File: src/sv/tss_pkg.sv
package tss_pkg;

    localparam int DEPTH  = 16;
    localparam int ADDR_W = $clog2(DEPTH);
    localparam int CNT_W  = $clog2(DEPTH + 1);
    localparam int TAG_W  = 4;
    localparam int VAL_W  = 16;
    localparam int FUNC_W = 3;

    typedef logic [FUNC_W-1:0] func_t;

    localparam func_t FN_PUSH     = 3'd0;
    localparam func_t FN_POP      = 3'd1;
    localparam func_t FN_RETRIEVE = 3'd2;
    localparam func_t FN_DELETE   = 3'd3;
    localparam func_t FN_UPDATE   = 3'd4;
    localparam func_t FN_PEEK     = 3'd5;

    typedef enum logic [1:0] {
        ST_OK,
        ST_FULL,
        ST_EMPTY,
        ST_MISS
    } status_t;

    typedef enum logic [2:0] {
        S_IDLE,
        S_SCAN,
        S_SHIFT,
        S_TOP,
        S_DONE
    } state_t;

    typedef struct packed {
        logic              we;
        logic [ADDR_W-1:0] waddr;
        logic [TAG_W-1:0]  wtag;
        logic [VAL_W-1:0]  wval;
        logic              re;
        logic [ADDR_W-1:0] raddr;
    } mem_ctl_t;

endpackage

File: src/sv/tss_store.sv
module tss_store
    import tss_pkg::*;
(
    input  logic             clk,
    input  mem_ctl_t         ctl,
    output logic [TAG_W-1:0] rd_tag,
    output logic [VAL_W-1:0] rd_val
);

    logic [TAG_W+VAL_W-1:0] mem [DEPTH];
    logic [TAG_W+VAL_W-1:0] rd_data_reg;

    always_ff @(posedge clk)
    begin
        if (ctl.we)
        begin
            mem[ctl.waddr] <= {ctl.wtag, ctl.wval};
        end
        if (ctl.re)
        begin
            rd_data_reg <= mem[ctl.raddr];
        end
    end

    assign rd_tag = rd_data_reg[TAG_W+VAL_W-1:VAL_W];
    assign rd_val = rd_data_reg[VAL_W-1:0];

endmodule

File: src/sv/tagged_stack_with_search.sv
// Tagged LIFO stack with search by tag.
//
// Command channel: func, tag and item_value are taken at a rising edge with
// start high and busy low. busy stays high until the result has been shown.
// Result channel: done is high for exactly one cycle and qualifies status,
// found_value, top_valid, top_tag, top_value and depth in that cycle. The
// receiver has no way to stall; the result is gone after that cycle.
//
// Sequence after the accepting edge: retrieve, update and delete on a
// non-empty stack scan entries from the top down in S_SCAN; a delete that
// hits below the top then moves each entry above the match down one place
// in S_SHIFT; every command then passes S_TOP, which reads the new top
// entry, and S_DONE. Worst case: delete of the bottom entry, full stack.
// The entries live in a single-port-write, registered-read array; one tag
// comparator is reused each cycle while the sequencer walks the array, so
// the scan and the gap-closing shift run one entry per cycle.
// Next command may be issued the cycle after done.
// Reset empties the stack (depth zero); entry contents are not cleared.
module tagged_stack_with_search
    import tss_pkg::*;
(
    input  logic              clk,
    input  logic              rst_n,
    input  logic              start,
    output logic              busy,
    input  logic [FUNC_W-1:0] func,
    input  logic [TAG_W-1:0]  tag,
    input  logic [VAL_W-1:0]  item_value,
    output logic              done,
    output logic [1:0]        status,
    output logic [VAL_W-1:0]  found_value,
    output logic              top_valid,
    output logic [TAG_W-1:0]  top_tag,
    output logic [VAL_W-1:0]  top_value,
    output logic [CNT_W-1:0]  depth
);

    state_t             state_reg, state_next;
    logic [CNT_W-1:0]   cnt_reg, cnt_next;
    logic [ADDR_W-1:0]  idx_reg, idx_next;
    func_t              op_reg, op_next;
    logic [TAG_W-1:0]   tag_reg, tag_next;
    logic [VAL_W-1:0]   val_reg, val_next;
    status_t            status_reg, status_next;
    logic [VAL_W-1:0]   found_reg, found_next;

    mem_ctl_t           mem_ctl;
    logic [TAG_W-1:0]   rd_tag;
    logic [VAL_W-1:0]   rd_val;

    logic               is_search;
    logic               hit;
    logic               at_bottom;
    logic               at_top;
    logic               shift_last;
    logic [CNT_W-1:0]   idx_wide;
    logic [ADDR_W-1:0]  top_addr;

    tss_store u_store (
        .clk    (clk),
        .ctl    (mem_ctl),
        .rd_tag (rd_tag),
        .rd_val (rd_val)
    );

    assign is_search  = (func == FN_RETRIEVE) || (func == FN_DELETE) || (func == FN_UPDATE);
    assign hit        = (rd_tag == tag_reg);
    assign idx_wide   = CNT_W'(idx_reg);
    assign at_bottom  = (idx_reg == '0);
    assign at_top     = ((idx_wide + CNT_W'(1)) == cnt_reg);
    assign shift_last = ((idx_wide + CNT_W'(2)) == cnt_reg);
    assign top_addr   = ADDR_W'(cnt_reg - CNT_W'(1));

    always_ff @(posedge clk or negedge rst_n)
    begin
        if (!rst_n)
        begin
            state_reg <= S_IDLE;
            cnt_reg   <= '0;
        end
        else
        begin
            state_reg <= state_next;
            cnt_reg   <= cnt_next;
        end
    end

    always_ff @(posedge clk)
    begin
        idx_reg    <= idx_next;
        op_reg     <= op_next;
        tag_reg    <= tag_next;
        val_reg    <= val_next;
        status_reg <= status_next;
        found_reg  <= found_next;
    end

    // next state
    always_comb
    begin
        state_next = state_reg;
        unique case (state_reg)
            S_IDLE:
            begin
                if (start)
                begin
                    state_next = (is_search && (cnt_reg != '0)) ? S_SCAN : S_TOP;
                end
            end
            S_SCAN:
            begin
                if (hit)
                begin
                    state_next = ((op_reg == FN_DELETE) && !at_top) ? S_SHIFT : S_TOP;
                end
                else if (at_bottom)
                begin
                    state_next = S_TOP;
                end
            end
            S_SHIFT:
            begin
                if (shift_last)
                begin
                    state_next = S_TOP;
                end
            end
            S_TOP:  state_next = S_DONE;
            S_DONE: state_next = S_IDLE;
            default: state_next = S_IDLE;
        endcase
    end

    // datapath and array control
    always_comb
    begin
        cnt_next    = cnt_reg;
        idx_next    = idx_reg;
        op_next     = op_reg;
        tag_next    = tag_reg;
        val_next    = val_reg;
        status_next = status_reg;
        found_next  = found_reg;
        mem_ctl     = '0;
        unique case (state_reg)
            S_IDLE:
            begin
                if (start)
                begin
                    op_next     = func;
                    tag_next    = tag;
                    val_next    = item_value;
                    status_next = ST_OK;
                    found_next  = '0;
                    priority if (func == FN_PUSH)
                    begin
                        if (cnt_reg == CNT_W'(DEPTH))
                        begin
                            status_next = ST_FULL;
                        end
                        else
                        begin
                            mem_ctl.we    = 1'b1;
                            mem_ctl.waddr = ADDR_W'(cnt_reg);
                            mem_ctl.wtag  = tag;
                            mem_ctl.wval  = item_value;
                            cnt_next      = cnt_reg + CNT_W'(1);
                        end
                    end
                    else if (func == FN_POP)
                    begin
                        if (cnt_reg == '0)
                        begin
                            status_next = ST_EMPTY;
                        end
                        else
                        begin
                            cnt_next = cnt_reg - CNT_W'(1);
                        end
                    end
                    else if (is_search)
                    begin
                        if (cnt_reg == '0)
                        begin
                            status_next = ST_MISS;
                        end
                        else
                        begin
                            idx_next      = top_addr;
                            mem_ctl.re    = 1'b1;
                            mem_ctl.raddr = top_addr;
                        end
                    end
                    else
                    begin
                        status_next = ST_OK;
                    end
                end
            end
            S_SCAN:
            begin
                if (hit)
                begin
                    priority if (op_reg == FN_RETRIEVE)
                    begin
                        found_next = rd_val;
                    end
                    else if (op_reg == FN_UPDATE)
                    begin
                        mem_ctl.we    = 1'b1;
                        mem_ctl.waddr = idx_reg;
                        mem_ctl.wtag  = rd_tag;
                        mem_ctl.wval  = val_reg;
                    end
                    else if (at_top)
                    begin
                        cnt_next = cnt_reg - CNT_W'(1);
                    end
                    else
                    begin
                        mem_ctl.re    = 1'b1;
                        mem_ctl.raddr = idx_reg + ADDR_W'(1);
                    end
                end
                else if (at_bottom)
                begin
                    status_next = ST_MISS;
                end
                else
                begin
                    idx_next      = idx_reg - ADDR_W'(1);
                    mem_ctl.re    = 1'b1;
                    mem_ctl.raddr = idx_reg - ADDR_W'(1);
                end
            end
            S_SHIFT:
            begin
                mem_ctl.we    = 1'b1;
                mem_ctl.waddr = idx_reg;
                mem_ctl.wtag  = rd_tag;
                mem_ctl.wval  = rd_val;
                idx_next      = idx_reg + ADDR_W'(1);
                if (shift_last)
                begin
                    cnt_next = cnt_reg - CNT_W'(1);
                end
                else
                begin
                    mem_ctl.re    = 1'b1;
                    mem_ctl.raddr = idx_reg + ADDR_W'(2);
                end
            end
            S_TOP:
            begin
                mem_ctl.re    = 1'b1;
                mem_ctl.raddr = top_addr;
            end
            S_DONE:
            begin
            end
            default:
            begin
            end
        endcase
    end

    // outputs
    always_comb
    begin
        busy        = (state_reg != S_IDLE);
        done        = (state_reg == S_DONE);
        status      = status_reg;
        found_value = found_reg;
        depth       = cnt_reg;
        top_valid   = (cnt_reg != '0);
        top_tag     = top_valid ? rd_tag : '0;
        top_value   = top_valid ? rd_val : '0;
    end

endmodule
File: config.mk
export PLATFORM = sky130hd
export DESIGN_NAME = tagged_stack_with_search
export DESIGN_NICKNAME = d
export VERILOG_FILES = /design/src/sv/tss_pkg.sv /design/src/sv/tss_store.sv /design/src/sv/tagged_stack_with_search.sv
export SDC_FILE = /design/constraint.sdc
export NUM_CORES = 1
export LEC_CHECK = 0
export BUFFER_PORTS_ARGS = -buffer_cell sky130_fd_sc_hd__buf_2
export CAP_MARGIN = 20
export CORE_ASPECT_RATIO = 1.4
export CORE_MARGIN = 3
export CORE_UTILIZATION = 61
export DETAILED_ROUTE_END_ITERATION = 7
export PLACE_DENSITY = 0.87
export SLEW_MARGIN = 30
export SYNTH_ARGS = -nofsm -noshare
export SYNTH_HDL_FRONTEND = slang
export SYNTH_HIERARCHICAL = 1
export SYNTH_SLANG_ARGS = --single-unit
File: constraint.sdc
create_clock -name clk -period 5.2 [get_ports clk]
set_clock_uncertainty 0.15 [all_clocks]
set_input_delay 1.04 -clock clk [delete_from_list [all_inputs] [get_ports clk]]
set_output_delay 1.04 -clock clk [all_outputs]
set_load 0.005 [all_outputs]
==> reports/metrics.yaml, run 1 <==
synth_xor_area_share_pct: 1.46
slew_violations: 0
final_hold_viol_count: 0
largest_reg_flops: 320
post_cts_buffers: 0
syn-cell-area_sq_um: 16100
yosys-top-cells-count: "edfxtp_1 (385), mux4_2 (64), a22oi_1 (41)"
globalRouteOverflowTotal: 0
post-route-drc-count: 0
final_net_count: 991
clk_pin_slew_ps: 60
setup_tns_ps: 0
status: "finished clean"
clock-sinks: 393
holdWs_ps: 220
relSlewSlack_pct: 39.6
yosys_most_used_dff: "edfxtp_1"
post-route-min-period_ps: 4540
period_share_pct: 87.4
finalSetupViolations: 0
routed_via_density: 7.17
clockBufferDepth: 3
synthDistinctLibCells: 60
dr.first_iter.drc_count: 1372
crit_fanout: 12
synth.area.top_cells: "edfxtp_1 (72%), mux4_2 (8.9%), mux4_1 (2.6%), a22oi_1 (1.9%), dfrtp_1 (1.2%)"
wl_mm: 41.2
synthAdderAreaFrac_pct: 0.698
grt_pass1_wl_mm: 61.0
tightest_slew_ps: 902
antenna_found_initial: 2
clock_latency_ps: 520
synth-seq-cells: 393
grt_max_degree: 43
startpoint_type: "flip-flop"
final_antenna_net_count: 0
ios: 72
numCtsBuffers: 34
drive_gt1_share_pct: 27.2
maxCapViolCount: 0
synth_top_area_share_pct: 71.7
muxShareOfSynthArea_pct: 11.8
grt_pass1_vias: 9530
synth_top_family_by_area: "multiplexers"
synth.most_common_cell: "edfxtp_1"
powerDensity_nw_per_um2: 650
die_area_sq_um: 28500
fmax_mhz: 220
pre_cts_ws_ps: 818
synth_compound_area_share_pct: 5.35
num_vias: 9309
peakVddDrop_mv: 0.427
rsz0062_at_grt: "false"
synth_edf_count: 385
start_util_pct: 62.7
ys_seq_area_share_pct: 72.9
syn_nets: 892
die_h_um: 198
path_class: "reg -> reg"
ys_warn_count: 6
ctsHoldBuffers: 0
fp.dieW_um: 143
port_buffers: 71
yosys.area_share.simple_pct: 5.49
cp-end-kind: "flip-flop"
drt_pass1_iterations: 6
rows: 69
worst_ep_arrival_time_ps: 4770
wl_per_cell_um: 31.7
hp-class: "in -> async"
ys_async_sr_fraction_pct: 2.04
finalWorstSetupSlack_ps: 657
crit_required_ps: 5430
synth_top_cell_by_area: "edfxtp_1"
grt.total_usage_pct: 29.5
area_delta_synth_final_pct: 12.8
power.leakage_nw: 6.22
syn-instance-count: 857
post_cts_resized: 0
core_area_sq_um: 25700
synth.avg_cell_area_sq_um: 18.8
hpwl_mm: 23.7
cts_tree: "yes"
htreeDepth: 2
cts_root_buffer: "clkbuf_16"
gp_congestion: 0.968
-- kinds of logic after synthesis --
logic type / Yosys count
adder cells (fa/ha/maj): 9
AO/OA/AOI/OAI: 114
XOR/XNOR: 23
AND/OR/NAND/NOR: 159
flip-flops: 393
buffers and inverters: 75
multiplexers: 84
-- final timing paths --
kind,startpoint,end,slack (ps),depth (start not counted)
worst max register to register,idx_reg[0],u_store/rd_data_reg[18],660,11
min in group clk,u_store/rd_data_reg[4],found_value[4],460,1
worst min register to register,u_store/rd_data_reg[4],found_value[4],460,1
max in group asynchronous,rst_n,depth[0],4490,1
worst max-delay path,idx_reg[0],u_store/rd_data_reg[18],660,11
worst min-delay path,rst_n,depth[4],220,1
-- where the power goes --
group | leakage, nW | internal [mW] | switching (mW)
sequential | 3.69 | 4.08 | 0.309
clock | 0.542 | 1.47 | 1.09
combinational | 2.00 | 2.09 | 2.80
total | 6.22 | 7.64 | 4.20
-- critical path, stage by stage, from the launching register on --
cell,delay (ps)
edfxtp_1,700
inv_1,140
ha_1,400
xor2_1,290
nor4_4,90
a21boi_1,320
a22oi_1,140
o31ai_1,700
nor2b_2,870
buf_4,360
a22oi_1,140
nand2_1,100
-- area by class of cell --
class | instances | area, sq um
Antenna cell | 1 | 2.50
Clock buffer | 42 | 922
Clock inverter | 16 | 196
Fill cell | 1393 | 7530
Inverter | 27 | 101
Multi-Input combinational cell | 389 | 4110
Sequential cell | 393 | 11800
Tap cell | 319 | 399
Timing Repair Buffer | 111 | 706
-- layout by cell type, fill, tap and decap left out, types with 3 or more instances in the layout --
master	n
or3_1	3
mux4_2	64
and2_1	18
bufinv_16	4
clkbuf_16	35
buf_4	36
buf_2	71
edfxtp_1	385
clkbuf_1	5
a22o_1	8
xor2_1	7
nand2b_1	7
nor2_1	19
o22ai_1	4
a22oi_1	41
clkinv_1	3
nand3_1	8
ha_1	9
nand3b_1	3
nand2_1	33
xnor2_1	13
mux4_1	16
dfrtp_1	8
clkinv_2	3
mux2i_1	3
buf_12	4
o21ai_0	10
a21oi_1	15
a222oi_1	16
nor2_2	12
nor3_2	9
inv_1	27
nor3_1	9
nor2b_1	21
-- through the flow --
step | power [mW] | util, % | cell area, sq um | cells
floorplan | 7.73 | - | 16100 | 857
global placement | 8.95 | 66.4 | 17100 | 1239
detailed placement | 9.13 | 66.4 | 17100 | 1239
CTS | 11.8 | 70.7 | 18200 | 1297
global route | 12.3 | 70.7 | 18200 | 1298
finish | 11.8 | 70.7 | 18200 | 1298
-- metal layers --
| metal | vias up | global-route usage [%] | wire, um |
|---|---|---|---|
| met3 | 171 | 6.06 | 5000 |
| li1 | 3669 | - | - |
| met2 | 824 | 46.7 | 19900 |
| met4 | 2 | 15.5 | 2400 |
| met5 | - | 0 | 16 |
| met1 | 4643 | 39.1 | 13900 |
(Power assumes the default switching activity.)
==> inputs of run 2 (changes only) <==
--- a/config.mk
+++ b/config.mk
@@ -9,9 +9,9 @@
 export CAP_MARGIN = 20
 export CORE_ASPECT_RATIO = 1.4
 export CORE_MARGIN = 3
-export CORE_UTILIZATION = 61
+export CORE_UTILIZATION = 45
 export DETAILED_ROUTE_END_ITERATION = 7
-export PLACE_DENSITY = 0.87
+export PLACE_DENSITY = 0.69
 export SLEW_MARGIN = 30
 export SYNTH_ARGS = -nofsm -noshare
 export SYNTH_HDL_FRONTEND = slang
==> run 2 against run 1 <==
Clock power hardly changed; setup slack better by 260 ps; power is 1.8% lower.
==> reports/metrics.yaml, run 2 (synthesis gave the netlist of run 1 again) <==
die_h_um: 230  # +16%
final_common_cell: "edfxtp_1"
hpwl_mm: 22.8  # -3.8%
diodes: 0  # -1
cts_root_buffer: "clkbuf_16"
grt.total_usage_pct: 19.4  # -10 points
final_hold_viol_count: 0  # unchanged
core_area_sq_um: 35200  # +37%
largest_reg_flops: 320  # unchanged
tightest_slew_ps: 884  # -17.6 ps
area_delta_synth_final_pct: 13.9
hp-class: "in -> async"
drive_gt1_share_pct: 26.8  # -0.44 points
startpoint_type: "flip-flop"
dr.first_iter.drc_count: 1059  # -23%
wl_per_cell_um: 25.8  # -19%
p_int_mw: 7.60  # -0.44%
antenna_found_initial: 0  # -2
register_area_sq_um: 11800  # unchanged
powerDensity_nw_per_um2: 633  # -2.7%
port_buffers: 71  # unchanged
p_switching_mw: 4.02  # -4.3%
period_share_pct: 82.4  # -4.9 points
crit_fanout: 22  # +10
die_area_sq_um: 38200  # +34%
clockBufferDepth: 3  # unchanged
wl_mm: 37.1  # -9.8%
htreeDepth: 2  # unchanged
rsz0062_at_grt: "false"
maxCapViolCount: 0  # unchanged
clk_pin_slew_ps: 70  # about the same
clock_latency_ps: 530  # about the same
drt_pass1_iterations: 7  # +1
crit_required_ps: 5320  # -110 ps
fillers: 2724  # +96%
cts_tree: "yes"
comb_power_share_pct: 39.9  # -1.4 points
path_class: "reg -> reg"
final_antenna_net_count: 0  # unchanged
worst_ep_arrival_time_ps: 4410  # -360 ps
routed_via_density: 5.99  # -17%
final_net_count: 990  # -0.10%
seq_power_share_pct: 37.9  # +0.8 points
fmax_mhz: 233  # +6.0%
post_cts_resized: 0  # unchanged
gp_congestion: 0.923  # -4.6%
multiInputGateArea_sq_um: 4120  # about the same
total_power_mw: 11.6  # -1.8%
ios: 72  # unchanged
ctsHoldBuffers: 0  # unchanged
setup_tns_ps: 0  # unchanged
final_cell_mix: "edfxtp_1 (385), buf_2 (71), mux4_2 (64)"
power.leakage_nw: 6.23  # about the same
post_cts_buffers: 0  # unchanged
clock-sinks: 393  # unchanged
rows: 81  # +17%
cp-end-kind: "flip-flop"
num_vias: 8614  # -7.5%
swShare_pct: 34.6  # -0.89 points
globalRouteOverflowTotal: 0  # unchanged
fp.dieW_um: 166  # +16%
p_clk_share_pct: 22.3  # +0.7 points
grt_pass1_vias: 8781  # -7.9%
post-route-min-period_ps: 4290  # -257 ps
grt_max_degree: 59  # +37%
relSlewSlack_pct: 41.0  # +1.4 points
post-route-drc-count: 0  # unchanged
grt_pass1_wl_mm: 55.7  # -8.6%
status: "finished clean"
numCtsBuffers: 36  # +5.9%
finalSetupViolations: 0  # unchanged
slew_violations: 0  # unchanged
start_util_pct: 45.9  # -17 points
peakVddDrop_mv: 0.450  # +5.4%
==> run 2: critical path, cell delays in order, from the launching register on <==
cell and delay [ps]:
edfxtp_1 620, ha_1 410, nand2b_1 170, a21oi_1 200, o2bb2ai_1 160, a21boi_1 330
o21ai_0 250, o221ai_4 300, buf_4 440, mux4_2 570, a22oi_1 320, nand2_1 80
==> run 2: routing by layer <==
metal | up-vias | GRT usage [%] | part of all wire, % | wire length, um
met1 | 4432 | 24.5 | 37 | 13700
li1 | 3677 | - | - | -
met5 | - | 0 | 0 | 0
met3 | 83 | 2.61 | 7.3 | 2700
met4 | 0 | 7.49 | 3.6 | 1360
met2 | 422 | 34.3 | 52 | 19400
==> run 2: layout make-up <==
type | instances | share of cell area [%]
clock inverter | 19 | 1.00
timing repair buffer | 108 | 3.72
sequential | 393 | 64.0
multi-input combinational | 389 | 22.4
clock buffer | 47 | 5.24
tap | 456 | 3.10
inverter | 27 | 0.551
==> run 2: path summary, 6_finish.rpt <==
path,startpoint,endpoint,slack [ps],depth (start not counted)
min in group clk,u_store/rd_data_reg[2],found_value[2],440,1
worst max register to register,idx_reg[0],u_store/rd_data_reg[8],910,11
worst min-delay path,rst_n,depth[4],200,1
worst max-delay path,idx_reg[0],u_store/rd_data_reg[8],910,11
worst min register to register,u_store/rd_data_reg[2],found_value[2],440,1
max in group asynchronous,rst_n,state_reg[1],4510,1
==> run 2: stage by stage <==
step / utilization [%] / area, sq um / std cells / setup slack [ps] / hold slack, ps
floorplan: - / 16100 / 857 / 855 / 389
global placement: 49.0 / 17200 / 1373 / 930 / 425
detailed placement: 49.0 / 17200 / 1373 / 911 / 431
CTS: 52.3 / 18400 / 1439 / 912 / 186
global route: 52.3 / 18400 / 1439 / 614 / 195
finish: 52.3 / 18400 / 1439 / 914 / 201
==> run 2: power groups by stage <==
stage               combinational, mW  sequential (mW)  clock [mW]
floorplan                        3.48             4.25           0
global placement                 4.60             4.45           0
detailed placement               4.66             4.46           0
CTS                              4.68             4.39        2.64
global route                     5.01             4.42        2.76
finish                           4.63             4.40        2.59
==> inputs of run 3 (changes only) <==
--- a/config.mk
+++ b/config.mk
@@ -5,13 +5,14 @@
 export SDC_FILE = /design/constraint.sdc
 export NUM_CORES = 1
 export LEC_CHECK = 0
+export ABC_AREA = 1
 export BUFFER_PORTS_ARGS = -buffer_cell sky130_fd_sc_hd__buf_2
 export CAP_MARGIN = 20
 export CORE_ASPECT_RATIO = 1.4
 export CORE_MARGIN = 3
 export CORE_UTILIZATION = 45
 export DETAILED_ROUTE_END_ITERATION = 7
-export PLACE_DENSITY = 0.69
+export PLACE_DENSITY = 0.72
 export SLEW_MARGIN = 30
 export SYNTH_ARGS = -nofsm -noshare
 export SYNTH_HDL_FRONTEND = slang
==> constraint.sdc (replaced) <==
create_clock -name clk -period 3.58 [get_ports clk]
set_clock_uncertainty 0.15 [all_clocks]
set_input_delay 0.716 -clock clk [delete_from_list [all_inputs] [get_ports clk]]
set_output_delay 0.716 -clock clk [all_outputs]
set_load 0.005 [all_outputs]
==> run 3 against run 2 <==
Synthesized cell count up 110%; combinational power increased by 130%; via count increased by 50%; non-clock buffer count is 42 higher; final area is 12% higher; first-iteration DRC count grew 29%; worst hold slack better by 24 ps; sequential share of layout area fell by 6.7 points; power grew 80%; setup slack worse by 720 ps; sequential power up 48%; die area increased by 11%; highest routed layer unchanged.
==> reports/metrics.yaml, run 3 <==
die_area_sq_um: 42600  # +11%
register_area_sq_um: 11800  # unchanged
rsz0062_at_grt: "false"
cp-end-kind: "flip-flop"
post-route-min-period_ps: 3390  # -896 ps
final_common_cell: "nand2_1"
ios: 72  # unchanged
drt_pass1_iterations: 6  # -1
critPathMaxStageDelay_ps: 440  # -180 ps
min_to: "val_reg[7]"
numCtsBuffers: 36  # unchanged
cp_slowest_cell: "dfrtp_1"
power.leakage_nw: 9.00  # +45%
synthDistinctLibCells: 39  # -35%
htreeDepth: 2  # unchanged
synth_edf_count: 385  # unchanged
powerDensity_nw_per_um2: 1020  # +61%
startpoint_type: "flip-flop"
crit_fanout: 22  # unchanged
fp.dieW_um: 175  # +5.6%
slew_violations: 0  # unchanged
synth_top_area_share_pct: 64.1  # -7.6 points
hpwl_mm: 29.5  # +30%
crit_chain: "nor2_4 -> nand2_4 -> inv_2 -> nand3_2 -> nor2_4 -> nor2_2 -> o22ai_1 -> nand3_1 -> nor2_2 -> buf_12"
routed_via_density: 5.26  # -12%
ys_warn_count: 6  # unchanged
synth.area.top_cells: "edfxtp_1 (64%), nand2_1 (12%), nand3_1 (7.3%), inv_1 (6.5%), buf_6 (1.1%)"
peakVddDrop_mv: 1.03  # +130%
dr.first_iter.drc_count: 1364  # +29%
grt_pass1_vias: 12500  # +42%
cts_root_buffer: "clkbuf_16"
crit_buf_inv: 2  # +1
yosys_most_used_dff: "edfxtp_1"
ys_async_sr_fraction_pct: 2.04  # unchanged
gp_congestion: 0.983  # +6.5%
setup_tns_ps: 0  # unchanged
min_from: "item_value[7]"
syn_nets: 1833  # +110%
clockBufferDepth: 3  # unchanged
largest_reg_flops: 320  # unchanged
multiInputGateArea_sq_um: 4610  # +12%
r2r_slack_ps: 190  # -720 ps
grt_max_degree: 97  # +64%
synth.avg_cell_area_sq_um: 10.0  # -47%
fillers: 3345  # +23%
antenna_found_initial: 1  # +1
final_antenna_net_count: 0  # unchanged
ys_seq_area_share_pct: 65.2  # -7.7 points
area_delta_synth_final_pct: 13.8  # about the same
critPathTopFamily: "simple AND/OR/NAND/NOR gates"
final_net_count: 1942  # +96%
yosys-top-cells-count: "nand2_1 (572), edfxtp_1 (385), inv_1 (314)"
wl_mm: 47.2  # +27%
rows: 86  # +6.2%
start_util_pct: 45.7  # -0.17 points
port_buffers: 71  # unchanged
cts_tree: "yes"
syn-instance-count: 1798  # +110%
tightest_slew_ps: 554  # -330 ps
synth.most_common_cell: "nand2_1"
rr_endpoint: "u_store/mem[15][10]"
crit_required_ps: 3660  # -1660 ps
grt_pass1_wl_mm: 72.1  # +29%
relSlewSlack_pct: 62.9  # +22 points
drive_gt1_share_pct: 14.0  # -13 points
clock_latency_ps: 540  # about the same
grt.total_usage_pct: 21.9  # +2.5 points
num_vias: 12900  # +50%
clock-sinks: 393  # unchanged
status: "finished clean"
final_hold_viol_count: 0  # unchanged
clk_pin_slew_ps: 70  # about the same
finalSetupViolations: 0  # unchanged
core_area_sq_um: 39500  # +12%
finalWorstSetupSlack_ps: 190  # -724 ps
hold_depth: 1
post-route-drc-count: 0  # unchanged
rr_worst_depth: 10  # -1
crit-reg2reg-launch: "state_reg[2]"
final_cell_mix: "nand2_1 (571), edfxtp_1 (385), inv_1 (314)"
wl_per_cell_um: 19.2  # -26%
maxCapViolCount: 0  # unchanged
synth_top_cell_by_area: "edfxtp_1"
worst_ep_arrival_time_ps: 3470  # -940 ps
path_class: "reg -> reg"
hp-class: "in -> reg"
syn-cell-area_sq_um: 18000  # +12%
globalRouteOverflowTotal: 0  # unchanged
period_share_pct: 94.7  # +12 points
synth-seq-cells: 393  # unchanged
fmax_mhz: 295  # +26%
pre_cts_ws_ps: 212  # -698 ps
die_h_um: 243  # +5.6%
[run 3: cell count changes in the layout (fill, tap and decap cells not counted), moves of 15 or more]
cell      before  now
nor2b_1       21    0
a222oi_1      16    0
a22oi_1       41    0
mux4_1        16    0
nand2_1       33  571
nor2_1        18   33
and2_1        18    0
o211ai_1       1   16
nand3_1        8  263
inv_1         27  314
mux4_2        64    0
buf_4         33   60
[run 3: what timing repair did]
item,4_1_cts,5_1_grt
hold endpoints to repair,8,0
hold buffers,1,0
gates resized for setup,0,0
buffers inserted,0,0
[run 3: worst max-delay path by stage]
stage,from,endpoint,slack [ps],depth (start not counted)
6_report,state_reg[2],u_store/mem[15][10],190,10
5_1_grt,state_reg[2],u_store/mem[10][4],50,10
4_1_cts,state_reg[2],u_store/mem[11][1],210,10
3_5_place_dp,state_reg[2],u_store/mem[15][2],210,10
3_3_place_gp,func[2],u_store/mem[11][3],210,9
2_1_floorplan,func[2],u_store/mem[12][0],530,7
[run 3: power by group]
part | switching [mW] | internal (mW) | leakage, nW
combinational | 7.35 | 3.33 | 4.77
clock | 1.64 | 2.09 | 0.545
sequential | 0.304 | 6.21 | 3.69
total | 9.29 | 11.6 | 9.00
[run 3: per-stage QoR]
step | utilization (%) | instances | power (mW) | hold slack [ps] | area [sq um]
after floorplan | - | 1798 | 13.8 | 270 | 18000
after CTS | 52.0 | 2461 | 20.9 | 206 | 20500
after global routing | 52.0 | 2462 | 22.2 | 211 | 20500
after global placement | 49.1 | 2393 | 16.9 | 424 | 19400
after detailed placement | 49.1 | 2396 | 17.1 | 430 | 19400
final | 52.0 | 2462 | 20.9 | 225 | 20500
[run 3: kinds of logic after synthesis]
group	Yosys count	share of synthesized area, %
adders and majority gates	9	0.624
DFF	393	65.2
and+or+nand+nor	930	22.4
AOI/OAI and AO/OA	48	1.83
buffers and inverters	410	9.62
xor gates and xnor gates	8	0.388
[run 3: worst reg2reg max path: cells and delay by family, from the launching register on]
kind	cells	cell delay (ps)
compound gates	1	380
buf+inv	2	590
simple gates	7	1520
flops	1	440
[run 3: per-layer routing]
metal / wire length [um] / track usage, %
met5: 0 / 0
met1: 17000 / 26.3
met4: 2280 / 10.4
met3: 3730 / 2.93
met2: 24100 / 38.8
[run 3: layout make-up]
cell class / count / area share [%]
Multi-Input combinational cell: 995 / 22.4
Clock inverter: 18 / 0.713
Antenna cell: 1 / 0.0122
Sequential cell: 393 / 57.3
Clock buffer: 46 / 4.77
Inverter: 331 / 6.08
Timing Repair Buffer: 150 / 5.51
Tap cell: 528 / 3.22
